## config.mk

```make
export PLATFORM = sky130hd
export DESIGN_NAME = vsd_front
export DESIGN_NICKNAME = d
export VERILOG_FILES = /design/src/vsd_pkg.sv /design/src/vsd_front.sv
export SDC_FILE = /design/constraint.sdc
export NUM_CORES = 2
export LEC_CHECK = 0
export BUFFER_PORTS_ARGS = -buffer_cell sky130_fd_sc_hd__buf_2
export CORE_ASPECT_RATIO = 1.2
export CORE_MARGIN = 4
export CORE_UTILIZATION = 55
export CTS_CLUSTER_SIZE = 12
export DETAILED_ROUTE_END_ITERATION = 7
export PLACE_DENSITY = 0.76
export SYNTH_ARGS = -nofsm -noshare
export SYNTH_HDL_FRONTEND = slang
export SYNTH_SLANG_ARGS = --single-unit
```

## constraint.sdc

```tcl
create_clock -name clk_i -period 3.8 [get_ports clk_i]
set_input_delay 0.38 -clock clk_i [delete_from_list [all_inputs] [get_ports clk_i]]
set_output_delay 0.38 -clock clk_i [all_outputs]
set_load 0.03 [all_outputs]
```

## src/vsd_pkg.sv

```systemverilog
`default_nettype none

package vsd_pkg;

  localparam int unsigned SampleW = 16;
  localparam int unsigned CntW    = 13;
  localparam int unsigned SumW    = 29;
  localparam int unsigned SqW     = 44;
  localparam int unsigned OutW    = 25;
  localparam int unsigned IdxW    = 2;
  localparam int unsigned SqPartW = SqW / 2;
  localparam int unsigned NumW    = 60;
  localparam int unsigned NumPosW = 57;
  localparam int unsigned DenW    = 2 * CntW;
  localparam int unsigned FracW   = 16;
  localparam int unsigned DivW    = NumPosW + FracW;
  localparam int unsigned ValW    = 64;
  localparam int unsigned RootW   = ValW / 2;
  localparam int unsigned SremW   = RootW + 2;
  localparam int unsigned StepW   = 7;

  localparam logic [IdxW-1:0] RegVectorLength = 2'd0;
  localparam logic [IdxW-1:0] RegBiasedMode   = 2'd1;
  localparam logic [IdxW-1:0] RegComplexMode  = 2'd2;

  localparam logic [CntW-1:0] VectorLengthRst = 13'd2;

  typedef struct packed {
    logic [CntW-1:0] vector_length;
    logic            biased_mode;
    logic            complex_mode;
  } vsd_cfg_t;

  typedef struct packed {
    logic [CntW-1:0]        n;
    logic signed [SumW-1:0] sum_real;
    logic signed [SumW-1:0] sum_imag;
    logic [SqW-1:0]         sum_sq;
    logic                   biased;
  } vsd_entry_t;

  typedef enum logic [3:0] {
    BK_IDLE,
    BK_PROD_LO,
    BK_PROD_HI,
    BK_SQ_RE,
    BK_SQ_IM,
    BK_DEN,
    BK_DIV,
    BK_SQRT,
    BK_OUT
  } vsd_back_state_e;

endpackage

`default_nettype wire

```

## src/vsd_front.sv

```systemverilog
`default_nettype none

module vsd_front #(
  parameter int unsigned MAX_LENGTH = 4096
) (
  input  wire logic                                 clk_i,
  input  wire logic                                 rst_ni,
  input  wire vsd_pkg::vsd_cfg_t                    cfg_i,
  input  wire logic                                 in_valid_i,
  output logic                                      in_ready_o,
  input  wire logic signed [vsd_pkg::SampleW-1:0]   sample_real_i,
  input  wire logic signed [vsd_pkg::SampleW-1:0]   sample_imag_i,
  output logic                                      push_o,
  output vsd_pkg::vsd_entry_t                       push_data_o,
  input  wire logic                                 full_i
);
  import vsd_pkg::*;

  localparam logic [16:0] MaxLen = 17'(MAX_LENGTH);

  logic [CntW-1:0]          cnt_q, cnt_d, cnt_inc;
  logic [16:0]              target;
  logic                     last;
  logic                     accept, advance;
  logic signed [SampleW-1:0] xi;
  logic signed [2*SampleW-1:0] pr, pi;

  logic                     a_valid_q;
  logic signed [SampleW-1:0] a_xr_q, a_xi_q;
  logic [2*SampleW:0]       a_sq_q;
  logic                     a_last_q;
  logic [CntW-1:0]          a_n_q;
  logic                     a_biased_q;

  logic signed [SumW-1:0]   sr_q, si_q, sr_new, si_new;
  logic [SqW-1:0]           sq_q, sq_new;

  always_comb begin
    target = {4'b0, cfg_i.vector_length};
    if (target == 17'd0) begin
      target = 17'd1;
    end else if (target > MaxLen) begin
      target = MaxLen;
    end
    cnt_inc = cnt_q + 1'b1;
    last    = (cnt_inc == '0) || ({4'b0, cnt_inc} >= target);
    cnt_d   = last ? '0 : cnt_inc;
  end

  assign xi = cfg_i.complex_mode ? sample_imag_i : '0;
  assign pr = sample_real_i * sample_real_i;
  assign pi = xi * xi;

  assign advance    = a_valid_q && (!a_last_q || !full_i);
  assign in_ready_o = !a_valid_q || advance;
  assign accept     = in_valid_i && in_ready_o;

  // stage a: squares and vector boundary
  always_ff @(posedge clk_i or negedge rst_ni) begin
    if (!rst_ni) begin
      a_valid_q <= 1'b0;
      cnt_q     <= '0;
    end else begin
      if (accept) begin
        a_valid_q <= 1'b1;
        cnt_q     <= cnt_d;
      end else if (advance) begin
        a_valid_q <= 1'b0;
      end
    end
  end

  always_ff @(posedge clk_i) begin
    if (accept) begin
      a_xr_q     <= sample_real_i;
      a_xi_q     <= xi;
      a_sq_q     <= (2*SampleW+1)'(unsigned'(pr)) + (2*SampleW+1)'(unsigned'(pi));
      a_last_q   <= last;
      a_n_q      <= cnt_inc;
      a_biased_q <= cfg_i.biased_mode;
    end
  end

  // stage b: running sums
  assign sr_new = sr_q + SumW'(a_xr_q);
  assign si_new = si_q + SumW'(a_xi_q);
  assign sq_new = sq_q + SqW'(a_sq_q);

  always_ff @(posedge clk_i or negedge rst_ni) begin
    if (!rst_ni) begin
      sr_q <= '0;
      si_q <= '0;
      sq_q <= '0;
    end else if (advance) begin
      if (a_last_q) begin
        sr_q <= '0;
        si_q <= '0;
        sq_q <= '0;
      end else begin
        sr_q <= sr_new;
        si_q <= si_new;
        sq_q <= sq_new;
      end
    end
  end

  assign push_o               = advance && a_last_q;
  assign push_data_o.n        = a_n_q;
  assign push_data_o.sum_real = sr_new;
  assign push_data_o.sum_imag = si_new;
  assign push_data_o.sum_sq   = sq_new;
  assign push_data_o.biased   = a_biased_q;

endmodule

`default_nettype wire

```

==> impl_metrics.env <==
export IMPL_outcome="complete, but fails checks"
export IMPL_violations="negative setup slack"
export IMPL_ant_nets=0
export IMPL_hold_viol=0
export IMPL_layout_commonest_cell="inv_1"
export IMPL_die_h_um=268
export IMPL_grt_overflow_total=0
export IMPL_path_clk_slew_ps=80
export IMPL_synth_fa_ha_area_share_pct=43.3
export IMPL_ys_seq_area_share_pct=17.1
export IMPL_hp_class="input port to flop"
export IMPL_antenna_cells=0
export IMPL_r2r_slack_ps=390
export IMPL_dr_total_vias=25700
export IMPL_grt_max_degree=56
export IMPL_first_iter_violations=1570
export IMPL_crit_type="input port to flop"
export IMPL_synth_edf_count=80
export IMPL_setup_worst_path_end_class="flop"
export IMPL_cts_max_level=4
export IMPL_dieArea_um2=60300
export IMPL_synth_seq_cells=196
export IMPL_cp_slowest_cell="fa_1"
export IMPL_ios=169
export IMPL_path_common_cell="buf_4"
export IMPL_critical_path_buf_inv_count=10
export IMPL_synth_top_family_by_area="adder cells"
export IMPL_nets=4771
export IMPL_fmax_ghz=0.139
export IMPL_fin_setup_tns_ps=-68440
export IMPL_cp_arrival_ps=7410
export IMPL_wire_per_inst_um=17.7
export IMPL_fp_row_count=95
export IMPL_synthXorXnorAreaFrac_pct=5.84
export IMPL_synthMuxAreaShare_pct=0.133
export IMPL_synth_distinct_cells=79
export IMPL_gp_congestion=0.949
export IMPL_clk_root_buffer_cell="clkbuf_16"
export IMPL_ys_flop_type="dfrtp_1"
export IMPL_cts_tree="built"
export IMPL_max_cap_viol_count=0
export IMPL_cp_top_family="adder cells"
export IMPL_slowest_delay_ps=580
export IMPL_clock_skew_ps=11.2
export IMPL_io_buffers=168
export IMPL_dp_hpwl_um=64400
export IMPL_fillCellCount=3933
export IMPL_syn_cell_area_um2=31000
export IMPL_slew_limit_headroom_pct=35.2
export IMPL_netlist_instances=3286
export IMPL_drc=0
export IMPL_wirelength_um=82700
export IMPL_mostFrequentLayoutCells="inv_1 (666), buf_4 (526), fa_1 (465)"
export IMPL_worst_slew_pin_slew_ps=972
export IMPL_start_util_pct=55.4
export IMPL_insertion_delay_ps=480
export IMPL_antenna_found_initial=0
export IMPL_postLayoutSetupSlackWorst_ps=-3380
export IMPL_coreArea_um2=56000
export IMPL_cts_sinks=196
export IMPL_post_route_period_util_pct=189
export IMPL_grt_setup_unrepaired="true"
export IMPL_finalMaxSlewViolations=0
export IMPL_critPathRequiredTime_ps=4030
export IMPL_synth_compound_gate_area_share_pct=12.6
export IMPL_syn_nets=4123
export IMPL_drt_pre_antenna_iters=6
export IMPL_setup_viol=28
export IMPL_grt_pass1_wl_um=132000
export IMPL_min_period_ps=7180
export IMPL_place_ws_ps=-4230
export IMPL_area_growth_pct=27.0
export IMPL_async_flop_share_pct=59.2
export IMPL_cts_buffers=17
export IMPL_grt_pass1_vias=27200
export IMPL_clk_path_buf_depth=2
export IMPL_via_per_inst=5.49
export IMPL_cp_max_fo=5
export IMPL_synth_simple_area_share_pct=11.3
export IMPL_startpoint_type="input port"
export IMPL_drive_above_1_share_pct=28.1
export IMPL_die_w_um=225
export IMPL_syn_avg_cell_area_um2=9.44
export IMPL_yosys_warnings=0
export IMPL_grt_usage_pct=27.1
## state kept, by name (all words and copies together) (netlist names)
| signal | cells |
|---|---|
| sq_q | 44 |
| sr_q | 29 |
| a_sq_q | 33 |
| cnt_q | 13 |
| a_biased_q | 1 |
| a_n_q | 13 |
| a_valid_q | 1 |
| si_q | 29 |
| a_last_q | 1 |
| a_xr_q | 16 |
| a_xi_q | 16 |
## routing by layer
| metal | up-vias | share of wire [%] | track usage (%) |
|---|---|---|---|
| met3 | 225 | 4.6 | 3.47 |
| met4 | 0 | 4.3 | 10.3 |
| met5 | - | 0 | 0 |
| li1 | 11800 | - | - |
| met1 | 12900 | 38 | 32.5 |
| met2 | 733 | 53 | 49.7 |
## kinds of logic (layout without fill, tap and decap cells)
logic type | count (synthesis) | after routing
compound gates | 569 | 569
xor+xnor | 207 | 207
fa+ha+maj | 786 | 786
buf+inv | 798 | 1459
flops | 196 | 196
mux | 4 | 4
simple gates | 726 | 726
## cell usage after synthesis, drive strengths merged, types with 4 or more instances
| library cell | number | area, µm² |
|---|---|---|
| a21oi | 139 | 699 |
| or2 | 7 | 43.8 |
| and2 | 71 | 444 |
| and4 | 6 | 52.6 |
| o21ai | 98 | 505 |
| ha | 305 | 3820 |
| xor2 | 51 | 447 |
| nor3 | 26 | 130 |
| buf | 6 | 27.5 |
| o211ai | 9 | 67.6 |
| nor2 | 125 | 472 |
| and3 | 61 | 382 |
| a22o | 83 | 727 |
| edfxtp | 80 | 2400 |
| a221oi | 4 | 35.0 |
| nor4 | 6 | 37.5 |
| nand4 | 21 | 131 |
| nand3 | 48 | 240 |
| o31ai | 8 | 65.1 |
| a311oi | 4 | 35.0 |
| inv | 707 | 2650 |
| a21o | 91 | 683 |
| nand2b | 40 | 250 |
| dfrtp | 116 | 2900 |
| a31o | 7 | 61.3 |
| clkbuf | 82 | 308 |
| fa | 481 | 9630 |
| a211oi | 16 | 120 |
| nor3b | 4 | 30.0 |
| a21boi | 8 | 60.1 |
| nor2b | 21 | 134 |
| o21a | 14 | 105 |
| or3 | 7 | 43.8 |
| o21bai | 32 | 240 |
| a221o | 5 | 50.1 |
| a311o | 4 | 40.0 |
| a31oi | 16 | 115 |
| xnor2 | 156 | 1370 |
| a211o | 6 | 52.6 |
| nand2 | 273 | 1020 |
## stage by stage
step / instance area [µm²] / utilization (%) / hold WS [ps] / cells
after floorplan: 31500 / - / 84.4 / 3286
after global placement: 36300 / 64.8 / 454 / 4550
after detailed placement: 36300 / 64.8 / 465 / 4550
after CTS: 38300 / 68.4 / 55.8 / 4640
after global routing: 39400 / 70.4 / 62.7 / 4674
final: 39400 / 70.4 / 78.2 / 4674
## worst paths after layout
kind                                 startpoint              endpoint  depth (start not counted)
setup / recovery              sample_imag_i[11]  a_sq_q[31]$_DFFE_PP_                         35
hold / removal                         cfg_i[1]  a_biased_q$_DFFE_PP_                          1
setup reg to reg           cnt_q[0]$_DFFE_PN0P_  cnt_q[6]$_DFFE_PN0P_                         14
hold reg to reg             si_q[0]$_DFFE_PN0P_   si_q[0]$_DFFE_PN0P_                          2
max in group asynchronous                rst_ni  si_q[10]$_DFFE_PN0P_                          3
min in group asynchronous                rst_ni  sr_q[17]$_DFFE_PN0P_                          2
## final cells by class
class	instances	area (µm²)	area share (%)
Clock buffer	23	490	1.24
Clock inverter	9	67.6	0.171
Inverter	710	2670	6.78
Multi-Input combinational cell	2292	24700	62.7
Sequential cell	196	5310	13.5
Tap cell	727	910	2.31
Timing Repair Buffer	717	5260	13.3
## what timing repair did
item / in CTS / in global routing
endpoints found under the hold margin: 43 / 0
gates resized for setup: 246 / 177
setup endpoints to repair: 48 / 56
buffers inserted: 62 / 39
hold buffers: 1 / 0
pin swaps: 177 / 166
cloned: 1 / 0
Power is left out: the tool's default activity adds up to more than one toggle a clock period on the data nets, which glitch-free logic cannot reach.
