===== src/vsd_pkg.sv =====
`default_nettype none

package vsd_pkg;

  localparam int unsigned SampleW = 16;
  localparam int unsigned CntW    = 13;
  localparam int unsigned SumW    = 29;
  localparam int unsigned SqW     = 44;
  localparam int unsigned OutW    = 25;
  localparam int unsigned IdxW    = 2;
  localparam int unsigned SqPartW = SqW / 2;
  localparam int unsigned NumW    = 60;
  localparam int unsigned NumPosW = 57;
  localparam int unsigned DenW    = 2 * CntW;
  localparam int unsigned FracW   = 16;
  localparam int unsigned DivW    = NumPosW + FracW;
  localparam int unsigned ValW    = 64;
  localparam int unsigned RootW   = ValW / 2;
  localparam int unsigned SremW   = RootW + 2;
  localparam int unsigned StepW   = 7;

  localparam logic [IdxW-1:0] RegVectorLength = 2'd0;
  localparam logic [IdxW-1:0] RegBiasedMode   = 2'd1;
  localparam logic [IdxW-1:0] RegComplexMode  = 2'd2;

  localparam logic [CntW-1:0] VectorLengthRst = 13'd2;

  typedef struct packed {
    logic [CntW-1:0] vector_length;
    logic            biased_mode;
    logic            complex_mode;
  } vsd_cfg_t;

  typedef struct packed {
    logic [CntW-1:0]        n;
    logic signed [SumW-1:0] sum_real;
    logic signed [SumW-1:0] sum_imag;
    logic [SqW-1:0]         sum_sq;
    logic                   biased;
  } vsd_entry_t;

  typedef enum logic [3:0] {
    BK_IDLE,
    BK_PROD_LO,
    BK_PROD_HI,
    BK_SQ_RE,
    BK_SQ_IM,
    BK_DEN,
    BK_DIV,
    BK_SQRT,
    BK_OUT
  } vsd_back_state_e;

endpackage

`default_nettype wire


===== src/vsd_queue.sv =====
`default_nettype none

module vsd_queue (
  input  wire logic                 clk_i,
  input  wire logic                 rst_ni,
  input  wire logic                 push_i,
  input  wire vsd_pkg::vsd_entry_t  push_data_i,
  output logic                      full_o,
  input  wire logic                 pop_i,
  output vsd_pkg::vsd_entry_t       pop_data_o,
  output logic                      valid_o
);
  import vsd_pkg::*;

  vsd_entry_t mem_q [2];
  logic       wr_ptr_q, rd_ptr_q;
  logic [1:0] count_q;

  assign full_o     = (count_q == 2'd2);
  assign valid_o    = (count_q != 2'd0);
  assign pop_data_o = mem_q[rd_ptr_q];

  always_ff @(posedge clk_i or negedge rst_ni) begin
    if (!rst_ni) begin
      wr_ptr_q <= 1'b0;
      rd_ptr_q <= 1'b0;
      count_q  <= 2'd0;
    end else begin
      if (push_i) begin
        wr_ptr_q <= ~wr_ptr_q;
      end
      if (pop_i) begin
        rd_ptr_q <= ~rd_ptr_q;
      end
      if (push_i && !pop_i) begin
        count_q <= count_q + 2'd1;
      end else if (pop_i && !push_i) begin
        count_q <= count_q - 2'd1;
      end
    end
  end

  always_ff @(posedge clk_i) begin
    if (push_i) begin
      mem_q[wr_ptr_q] <= push_data_i;
    end
  end

endmodule

`default_nettype wire


===== config.mk =====
export PLATFORM = sky130hd
export DESIGN_NAME = vsd_queue
export DESIGN_NICKNAME = d
export VERILOG_FILES = /design/src/vsd_pkg.sv /design/src/vsd_queue.sv
export SDC_FILE = /design/constraint.sdc
export NUM_CORES = 1
export LEC_CHECK = 0
export BUFFER_PORTS_ARGS = -buffer_cell sky130_fd_sc_hd__buf_2
export CAP_MARGIN = 0
export CORE_ASPECT_RATIO = 1.25
export CORE_MARGIN = 4
export CORE_UTILIZATION = 25
export CTS_BUF_LIST = sky130_fd_sc_hd__clkbuf_2 sky130_fd_sc_hd__clkbuf_4 sky130_fd_sc_hd__clkbuf_8
export CTS_CLUSTER_DIAMETER = 150
export CTS_CLUSTER_SIZE = 40
export DETAILED_ROUTE_END_ITERATION = 10
export GPL_ROUTABILITY_DRIVEN = 1
export PLACE_DENSITY = 0.45
export SLEW_MARGIN = 15
export SYNTH_ARGS = -nofsm -noshare
export SYNTH_HDL_FRONTEND = slang
export SYNTH_SLANG_ARGS = --single-unit
export TNS_END_PERCENT = 30

===== constraint.sdc =====
create_clock -name clk_i -period 6 [get_ports clk_i]
set_clock_uncertainty 0.1 [all_clocks]
set_input_delay 0.3 -clock clk_i [delete_from_list [all_inputs] [get_ports clk_i]]
set_output_delay 0.3 -clock clk_i [all_outputs]
set_load 0.01 [all_outputs]

==> flow_metrics.env, run 1 <==
export IMPL_outcome="finished clean"
export IMPL_antenna_found_initial=2
export IMPL_chipWidth_um=175
export IMPL_start_kind="flop"
export IMPL_pwr_share_clk_pct=14.3
export IMPL_ys_types=14
export IMPL_fp_dieH_um=216
export IMPL_fillers=3341
export IMPL_seqPwrFrac_pct=52.0
export IMPL_synth_area_leaders="edfxtp_1 (80%), mux2_2 (11%), mux2_4 (5.2%), dfrtp_1 (1.2%), buf_6 (0.65%)"
export IMPL_viasPerCell=3.91
export IMPL_critPathKind="reg -> out"
export IMPL_track_usage_pct=9.54
export IMPL_leakage_nw=4.41
export IMPL_power_switching_mw=1.33
export IMPL_power_internal_mw=3.12
export IMPL_boundaryPins=238
export IMPL_cts_buffers=9
export IMPL_yosysMostFrequentCell="edfxtp_1"
export IMPL_synth_seq_cells=236
export IMPL_synth_edf_count=232
export IMPL_first_global_vias=5296
export IMPL_clock_latency_ns=0.53
export IMPL_wl_per_cell_um=15.5
export IMPL_swShare_pct=29.9
export IMPL_place_congestion=0.699
export IMPL_post_dp_hpwl_um=12500
export IMPL_rrSetupSlack_ns=3.50
export IMPL_hold_viol=0
export IMPL_place_area_um2=10400
export IMPL_syn_area_um2=8670
export IMPL_cts_sinks=236
export IMPL_core_um2=34300
export IMPL_worstMarginPinSlew_ns=1.12
export IMPL_cts_tree="yes"
export IMPL_relSlewSlack_pct=25.1
export IMPL_overflow=0
export IMPL_yosys_area_top_type_share_pct=80.3
export IMPL_crit_slowest_cell="dfrtp_4"
export IMPL_grt_pass1_wl_um=28900
export IMPL_cts_root_buf="clkbuf_8"
export IMPL_r2r_end="mem_q[1][100]"
export IMPL_hold_ws_ns=0.367
export IMPL_ys_seq_area_share_pct=81.5
export IMPL_nets=859
export IMPL_clk_pin_slew_worst_paths_ns=0.22
export IMPL_crit_arrival_ns=2.63
export IMPL_total_power_mw=4.45
export IMPL_area_growth_pct=35.8
export IMPL_holdPathStages=2
export IMPL_cp_max_fo=43
export IMPL_postLayoutCellArea_um2=11800
export IMPL_yosys_warnings=0
export IMPL_start_util_pct=25.3
export IMPL_num_vias=4722
export IMPL_synthCells=377
export IMPL_grt_setup_unrepaired="false"
export IMPL_final_util_pct=34.3
export IMPL_routed_wl_um=18700
export IMPL_power_density_nw_per_um2=377
export IMPL_synth_ff_type="edfxtp_1"
export IMPL_regArea_um2=7070
export IMPL_peakVddDrop_mv=0.252
export IMPL_drcViolationCount=0
export IMPL_path_cells="buf_4, mux2_2, buf_2"
export IMPL_avgSynthCellArea_um2=23.0
export IMPL_dp_slack_ns=3.47
export IMPL_fmax_ghz=0.330
export IMPL_max_stage_delay_ns=0.86
export IMPL_multi_input_area_um2=1510
export IMPL_async_flop_share_pct=1.69
export IMPL_finalSetupTns_ns=0
export IMPL_ant_nets=0
export IMPL_p_comb_share_pct=33.7
export IMPL_dr_pass1_iters=4
export IMPL_drtIter0Drc=167
export IMPL_hp_start="push_data_i[66]"
export IMPL_post_cts_buffers=0
export IMPL_syn_nets=498
export IMPL_synthTopCellsByCount="edfxtp_1 (232), mux2_2 (86), mux2_4 (30), buf_2 (8), buf_6 (5)"
export IMPL_final_cells=1208
export IMPL_yosys_area_top_type="edfxtp_1"
export IMPL_dp_cells=1075
export IMPL_rows=76
export IMPL_clk_path_buf_depth=3
export IMPL_fin_crit_ns=3.03
export IMPL_setup_ws_ns=2.97
export IMPL_endpoint_kind="output pin"
export IMPL_die_area_um2=37700
export IMPL_drive_gt1_share_pct=50.7
export IMPL_r2r_start="wr_ptr_q"
export IMPL_worstPathRequired_ns=5.60
export IMPL_drv_cap=0
export IMPL_slew_viol_final=0
export IMPL_hp_class="in -> reg"
export IMPL_min_to="mem_q[1][66]"
export IMPL_fin_crit_sh_pct=50.5
export IMPL_grt_max_degree=79
export IMPL_reg2reg_depth=2
export IMPL_htreeDepth=1
export IMPL_portBuffers=237
export IMPL_setup_viol=0
how the worst max path moves through the flow:
stage          startpoint              to  slack [ns]  cells past startpoint
3_5_place_dp     rd_ptr_q   pop_data_o[2]        3.47                      3
3_3_place_gp     rd_ptr_q  pop_data_o[49]        3.50                      3
2_1_floorplan    wr_ptr_q     mem_q[0][0]        2.03                      1
5_1_grt          rd_ptr_q  pop_data_o[99]        2.75                      3
4_1_cts          rd_ptr_q   pop_data_o[2]        2.83                      3
6_report         rd_ptr_q   pop_data_o[2]        2.97                      3
sequential cells by signal, summed over array words and instances, names as in the netlist:
register and count:
mem_q 232, count_q 2, rd_ptr_q 1, wr_ptr_q 1
power groups by stage:
stage	Sequential, mW	Clock, mW	Combinational (mW)
global route	2.35	0.748	1.63
detailed placement	2.37	0	1.48
floorplan	2.31	0	0.990
finish	2.31	0.634	1.50
CTS	2.32	0.688	1.55
global placement	2.34	0	1.46
critical path, delay by kind of cell (launching register included):
kind	cells	cell delay, ns
buffers and inverters	2	0.78
DFF	1	0.86
muxes	1	0.42
layout make-up:
cell class	count	share of cell area [%]
Sequential cell	236	60.0
Timing Repair Buffer	363	20.7
Multi-Input combinational cell	127	12.9
Tap cell	468	4.97
Clock buffer	11	1.18
Clock inverter	1	0.255
Inverter	1	0.0319
Antenna cell	1	0.0212
what timing repair did:
item                                    in CTS  in global routing
endpoints found under the hold margin      239                  0
endpoints found under the setup margin       0                  0
hold buffers                               120                  0
resized for setup                            0                  0
per-layer routing:
metal	wire length (um)	GRT usage, %	up-vias
li1	-	-	2199
met1	7240	11.1	2364
met2	9940	17.5	139
met3	1200	2.58	18
met4	301	2.12	2
met5	13	0	-
cells by family (layout without fill, tap and decap cells):
group / Yosys count / in the layout / synth area share, %
adders and majority gates: 1 / 1 / 0.144
buffers and inverters: 14 / 376 / 1.15
other: 0 / 1 / 0
xor gates and xnor gates: 5 / 5 / 0.505
DFF: 236 / 236 / 81.5
and+or+nand+nor: 5 / 5 / 0.332
muxes: 116 / 116 / 16.4
layout by cell type (no fill, tap or decap), types with 2 or more instances in the layout:
master	n
buf_2	237
edfxtp_1	232
dlygate4sd3_1	120
mux2_2	86
mux2_4	30
clkbuf_8	9
buf_4	6
xor2_1	4
dfrtp_1	3
clkbuf_4	2
(Power assumes the default switching activity.)
==> run 2: changes to the inputs <==
--- a/config.mk
+++ b/config.mk
@@ -15,7 +15,7 @@
 export CTS_CLUSTER_SIZE = 40
 export DETAILED_ROUTE_END_ITERATION = 10
 export GPL_ROUTABILITY_DRIVEN = 1
-export PLACE_DENSITY = 0.45
+export PLACE_DENSITY = 0.43
 export SLEW_MARGIN = 15
 export SYNTH_ARGS = -nofsm -noshare
 export SYNTH_HDL_FRONTEND = slang
==> constraint.sdc (replaced) <==
create_clock -name clk_i -period 3.1 [get_ports clk_i]
set_clock_uncertainty 0.1 [all_clocks]
set_input_delay 0.155 -clock clk_i [delete_from_list [all_inputs] [get_ports clk_i]]
set_output_delay 0.155 -clock clk_i [all_outputs]
set_load 0.01 [all_outputs]
==> run 2 against run 1 <==
Against the previous run: sequential power grew 89%; register-to-register slack got worse by 2.1 ns; utilization up 0.14 points; worst hold slack worse by 0.15 ns.
==> flow_metrics.env, run 2 (synthesis gave the netlist of run 1 again) <==
export IMPL_outcome="finished clean"
export IMPL_nets=859
export IMPL_viasPerCell=3.91
export IMPL_dp_cells=1075
export IMPL_post_dp_hpwl_um=12500
export IMPL_r2r_start="wr_ptr_q"
export IMPL_cts_buffers=9
export IMPL_worstPathRequired_ns=2.84
export IMPL_hp_class="in -> reg"
export IMPL_cts_tree="yes"
export IMPL_drtIter0Drc=201
export IMPL_routed_wl_um=19100
export IMPL_fin_crit_sh_pct=71.5
export IMPL_track_usage_pct=9.59
export IMPL_grt_pass1_wl_um=28800
export IMPL_portBuffers=237
export IMPL_dr_pass1_iters=4
export IMPL_setup_ws_ns=0.884
export IMPL_antenna_found_initial=2
export IMPL_min_to="mem_q[0][69]"
export IMPL_relSlewSlack_pct=56.2
export IMPL_total_power_mw=8.68
export IMPL_drive_gt1_share_pct=50.7
export IMPL_reg2reg_depth=2
export IMPL_chipWidth_um=175
export IMPL_cp_max_fo=61
export IMPL_clock_latency_ns=0.53
export IMPL_fmax_ghz=0.451
export IMPL_layout_top_registers="mem_q x232, count_q x2"
export IMPL_endpoint_kind="output pin"
export IMPL_holdPathStages=2
export IMPL_peakVddDrop_mv=0.410
export IMPL_cts_resized=0
export IMPL_wl_per_cell_um=15.8
export IMPL_setup_viol=0
export IMPL_rows=76
export IMPL_overflow=0
export IMPL_ant_nets=0
export IMPL_boundaryPins=238
export IMPL_hp_start="push_data_i[69]"
export IMPL_clk_path_buf_depth=3
export IMPL_leakage_nw=4.43
export IMPL_slew_viol_final=0
export IMPL_n_antenna_cell=0
export IMPL_largest_register_ffs=232
export IMPL_start_kind="flop"
export IMPL_post_cts_buffers=0
export IMPL_grt_setup_unrepaired="false"
export IMPL_grt_max_degree=71
export IMPL_worstMarginPinSlew_ns=0.656
export IMPL_cts_hold_buf=120
export IMPL_layout_common_cells="buf_2 (237), edfxtp_1 (232), dlygate4sd3_1 (120), mux2_2 (86), mux2_4 (30)"
export IMPL_clk_pin_slew_worst_paths_ns=0.22
export IMPL_final_cells=1207
export IMPL_fin_crit_ns=2.22
export IMPL_dp_slack_ns=1.44
export IMPL_num_vias=4722
export IMPL_place_congestion=0.702
export IMPL_critPathKind="reg -> out"
export IMPL_power_density_nw_per_um2=734
export IMPL_drcViolationCount=0
export IMPL_cts_sinks=236
export IMPL_r2r_end="mem_q[1][113]"
export IMPL_hold_viol=0
export IMPL_final_util_pct=34.4
export IMPL_die_area_um2=37700
export IMPL_area_growth_pct=36.4
export IMPL_fp_dieH_um=216
export IMPL_rrSetupSlack_ns=1.45
export IMPL_start_util_pct=25.3
export IMPL_drv_cap=0
export IMPL_crit_arrival_ns=1.96
export IMPL_final_common_cell="buf_2"
export IMPL_htreeDepth=1
export IMPL_cts_root_buf="clkbuf_8"
export IMPL_core_um2=34300
export IMPL_first_global_vias=5210
export IMPL_largest_register="mem_q"
==> run 2: where the power goes <==
part / leakage [nW] / internal (mW) / switching, mW / total (mW)
combinational: 2.12 / 1.48 / 1.60 / 3.08
sequential: 2.22 / 4.22 / 0.147 / 4.37
clock: 0.0880 / 0.379 / 0.851 / 1.23
total: 4.43 / 6.08 / 2.59 / 8.68
==> run 2: metrics by stage <==
step                TNS (ns)  hold slack [ns]  instance area, um^2
finish                     0            0.222                11800
global route               0            0.153                11800
CTS                        0            0.167                11800
detailed placement         0           -0.124                10500
global placement           0           -0.125                10500
floorplan             -66.94           -0.241                 8680
==> run 2: layer usage <==
metal / GRT usage (%) / vias to the layer above / part of all wire, %
met1: 11.4 / 2357 / 40
met5: 0 / - / 0.14
met3: 2.58 / 24 / 6.4
met2: 17.3 / 142 / 51
li1: - / 2195 / -
met4: 2.36 / 4 / 2.0
==> run 2: critical path: stages (launching register included) <==
cell     delay [ns]
dfrtp_4        0.49
buf_12         0.31
mux2_2         0.39
buf_2          0.14
==> run 2: worst max path at each step <==
stage,start,end,depth (start not counted)
detailed placement,wr_ptr_q,mem_q[1][113],2
floorplan,wr_ptr_q,mem_q[1][0],1
CTS,rd_ptr_q,pop_data_o[4],3
finish,rd_ptr_q,pop_data_o[108],3
global route,rd_ptr_q,pop_data_o[108],3
global placement,wr_ptr_q,mem_q[1][84],2
==> run 2: final cells by class <==
| class | count | area (um^2) |
|---|---|---|
| Inverter | 1 | 3.75 |
| Clock inverter | 1 | 30.0 |
| Fill cell | 3335 | 22500 |
| Sequential cell | 236 | 7070 |
| Multi-Input combinational cell | 127 | 1510 |
| Clock buffer | 11 | 139 |
| Tap cell | 468 | 586 |
| Timing Repair Buffer | 363 | 2480 |
==> run 3: changes to the inputs <==
==> constraint.sdc (replaced) <==
create_clock -name clk_i -period 2.25 [get_ports clk_i]
set_clock_uncertainty 0.1 [all_clocks]
set_input_delay 0.1125 -clock clk_i [delete_from_list [all_inputs] [get_ports clk_i]]
set_output_delay 0.1125 -clock clk_i [all_outputs]
set_load 0.01 [all_outputs]
==> run 3 against run 2 <==
Against the previous run: cell count up 0.50%; die area unchanged; utilization up 0.31 points; sequential share of layout area down 0.53 points; non-clock buffer count up 7; setup slack worse by 0.75 ns; worst hold slack worse by 0.033 ns; largest power group unchanged.
==> flow_metrics.env, run 3 (synthesis gave the netlist of run 1 again) <==
export IMPL_swShare_pct=29.5
export IMPL_layout_common_cells="buf_2 (237), edfxtp_1 (232), dlygate4sd3_1 (120), mux2_2 (86), mux2_4 (30)"
export IMPL_postLayoutCellArea_um2=11900
export IMPL_viasPerCell=3.87
export IMPL_grt_setup_unrepaired="true"
export IMPL_final_common_cell="buf_2"
export IMPL_portBuffers=237
export IMPL_seqPwrFrac_pct=50.0
export IMPL_power_internal_mw=8.52
export IMPL_relSlewSlack_pct=73.1
export IMPL_crit_arrival_ns=1.90
export IMPL_power_density_nw_per_um2=1010
export IMPL_final_cells=1213
export IMPL_place_congestion=0.686
export IMPL_worstPathRequired_ns=2.04
export IMPL_nets=866
export IMPL_drv_cap=0
export IMPL_use_met2_pct=18.3
export IMPL_grtUsageMet1_pct=10.4
export IMPL_hold_ws_ns=0.188
export IMPL_num_vias=4695
export IMPL_critPathKind="reg -> out"
export IMPL_first_global_vias=5301
export IMPL_track_usage_pct=9.48
export IMPL_setup_viol=0
export IMPL_regArea_um2=7070
export IMPL_fp_dieH_um=216
export IMPL_post_dp_hpwl_um=12600
export IMPL_largest_register="mem_q"
export IMPL_area_growth_pct=37.6
export IMPL_die_area_um2=37700
export IMPL_power_switching_mw=3.56
export IMPL_drtIter0Drc=191
export IMPL_peakVddDrop_mv=0.804
export IMPL_use_met3_pct=2.46
export IMPL_clk_pin_slew_worst_paths_ns=0.21
export IMPL_start_util_pct=25.3
export IMPL_outcome="finished clean"
export IMPL_clock_latency_ns=0.52
export IMPL_drcViolationCount=0
export IMPL_cts_tree="yes"
export IMPL_htreeDepth=1
export IMPL_place_area_um2=10500
export IMPL_endpoint_kind="output pin"
export IMPL_wl_per_cell_um=15.3
export IMPL_leakage_nw=4.48
export IMPL_cp_max_fo=34
export IMPL_grt_pass1_wl_um=28800
export IMPL_p_comb_share_pct=36.3
export IMPL_pwr_share_clk_pct=13.7
export IMPL_worstMarginPinSlew_ns=0.404
export IMPL_overflow=0
export IMPL_chipWidth_um=175
export IMPL_cts_buffers=9
export IMPL_rows=76
export IMPL_dp_cells=1078
export IMPL_cts_root_buf="clkbuf_8"
export IMPL_antenna_found_initial=2
export IMPL_routed_wl_um=18600
export IMPL_hold_viol=0
export IMPL_boundaryPins=238
export IMPL_layout_top_registers="mem_q x232, count_q x2"
export IMPL_dr_pass1_iters=4
export IMPL_ant_nets=0
export IMPL_grt_max_degree=64
export IMPL_fin_crit_sh_pct=94.0
export IMPL_core_um2=34300
export IMPL_total_power_mw=12.1
export IMPL_hp_class="in -> reg"
export IMPL_top_usage_layer="met2"
export IMPL_largest_register_ffs=232
export IMPL_fin_crit_ns=2.11
export IMPL_cts_sinks=236
export IMPL_slew_viol_final=0
export IMPL_fmax_ghz=0.473
export IMPL_fillers=3295
export IMPL_multi_input_area_um2=1510
export IMPL_clk_path_buf_depth=3
export IMPL_drive_gt1_share_pct=51.1
export IMPL_start_kind="flop"
export IMPL_finalSetupTns_ns=0
export IMPL_n_antenna_cell=0
==> run 3: routing by layer <==
metal  part of all wire, %  wire (um)
met1                    38       7070
met2                    54      10100
met3                   6.1       1120
met4                   1.5        281
met5                  0.15         27
==> run 3: path summary, 6_finish.rpt <==
| check | from | to | slack, ns | cells after the start |
|---|---|---|---|---|
| setup reg to reg | wr_ptr_q | mem_q[0][76] | 0.79 | 2 |
| setup / recovery | rd_ptr_q | pop_data_o[114] | 0.14 | 3 |
| min in group asynchronous | rst_ni | wr_ptr_q | 0.36 | 3 |
| max in group asynchronous | rst_ni | rd_ptr_q | 1.49 | 3 |
| hold / removal | push_data_i[79] | mem_q[0][79] | 0.19 | 2 |
| hold reg to reg | count_q[1] | count_q[1] | 0.41 | 1 |
==> run 3: repair_timing <==
item / CTS / global route
endpoints found under the hold margin: 240 / 0
setup buffers: 4 / 0
setup endpoints to repair: 98 / 18
hold buffers: 120 / 0
resized for setup: 0 / 4
==> run 3: worst max-delay path, stage by stage, from the launching register on <==
cell     delay (ns)
dfrtp_4        0.56
buf_12         0.27
mux2_2         0.38
buf_2          0.14
==> run 3: layout make-up <==
cell class                      instances  share of cell area, %
Clock buffer                           10                   1.10
Clock inverter                          1                  0.252
Inverter                                1                 0.0315
Multi-Input combinational cell        127                   12.7
Sequential cell                       236                   59.3
Tap cell                              468                   4.91
Timing Repair Buffer                  370                   21.8
==> run 3: through the flow <==
stage	utilization [%]	worst slack, ns
global placement	30.6	0.480
global route	34.8	-0.00988
finish	34.8	0.136
detailed placement	30.6	0.461
CTS	34.7	0.0108
floorplan	-	-0.418
==> run 3: power groups by stage <==
stage	logic, mW	registers, mW	clock network, mW
detailed placement	4.15	6.23	0
finish	4.39	6.04	1.65
floorplan	2.64	6.10	0
global placement	4.12	6.19	0
CTS	4.51	6.06	1.80
global route	4.75	6.12	1.95
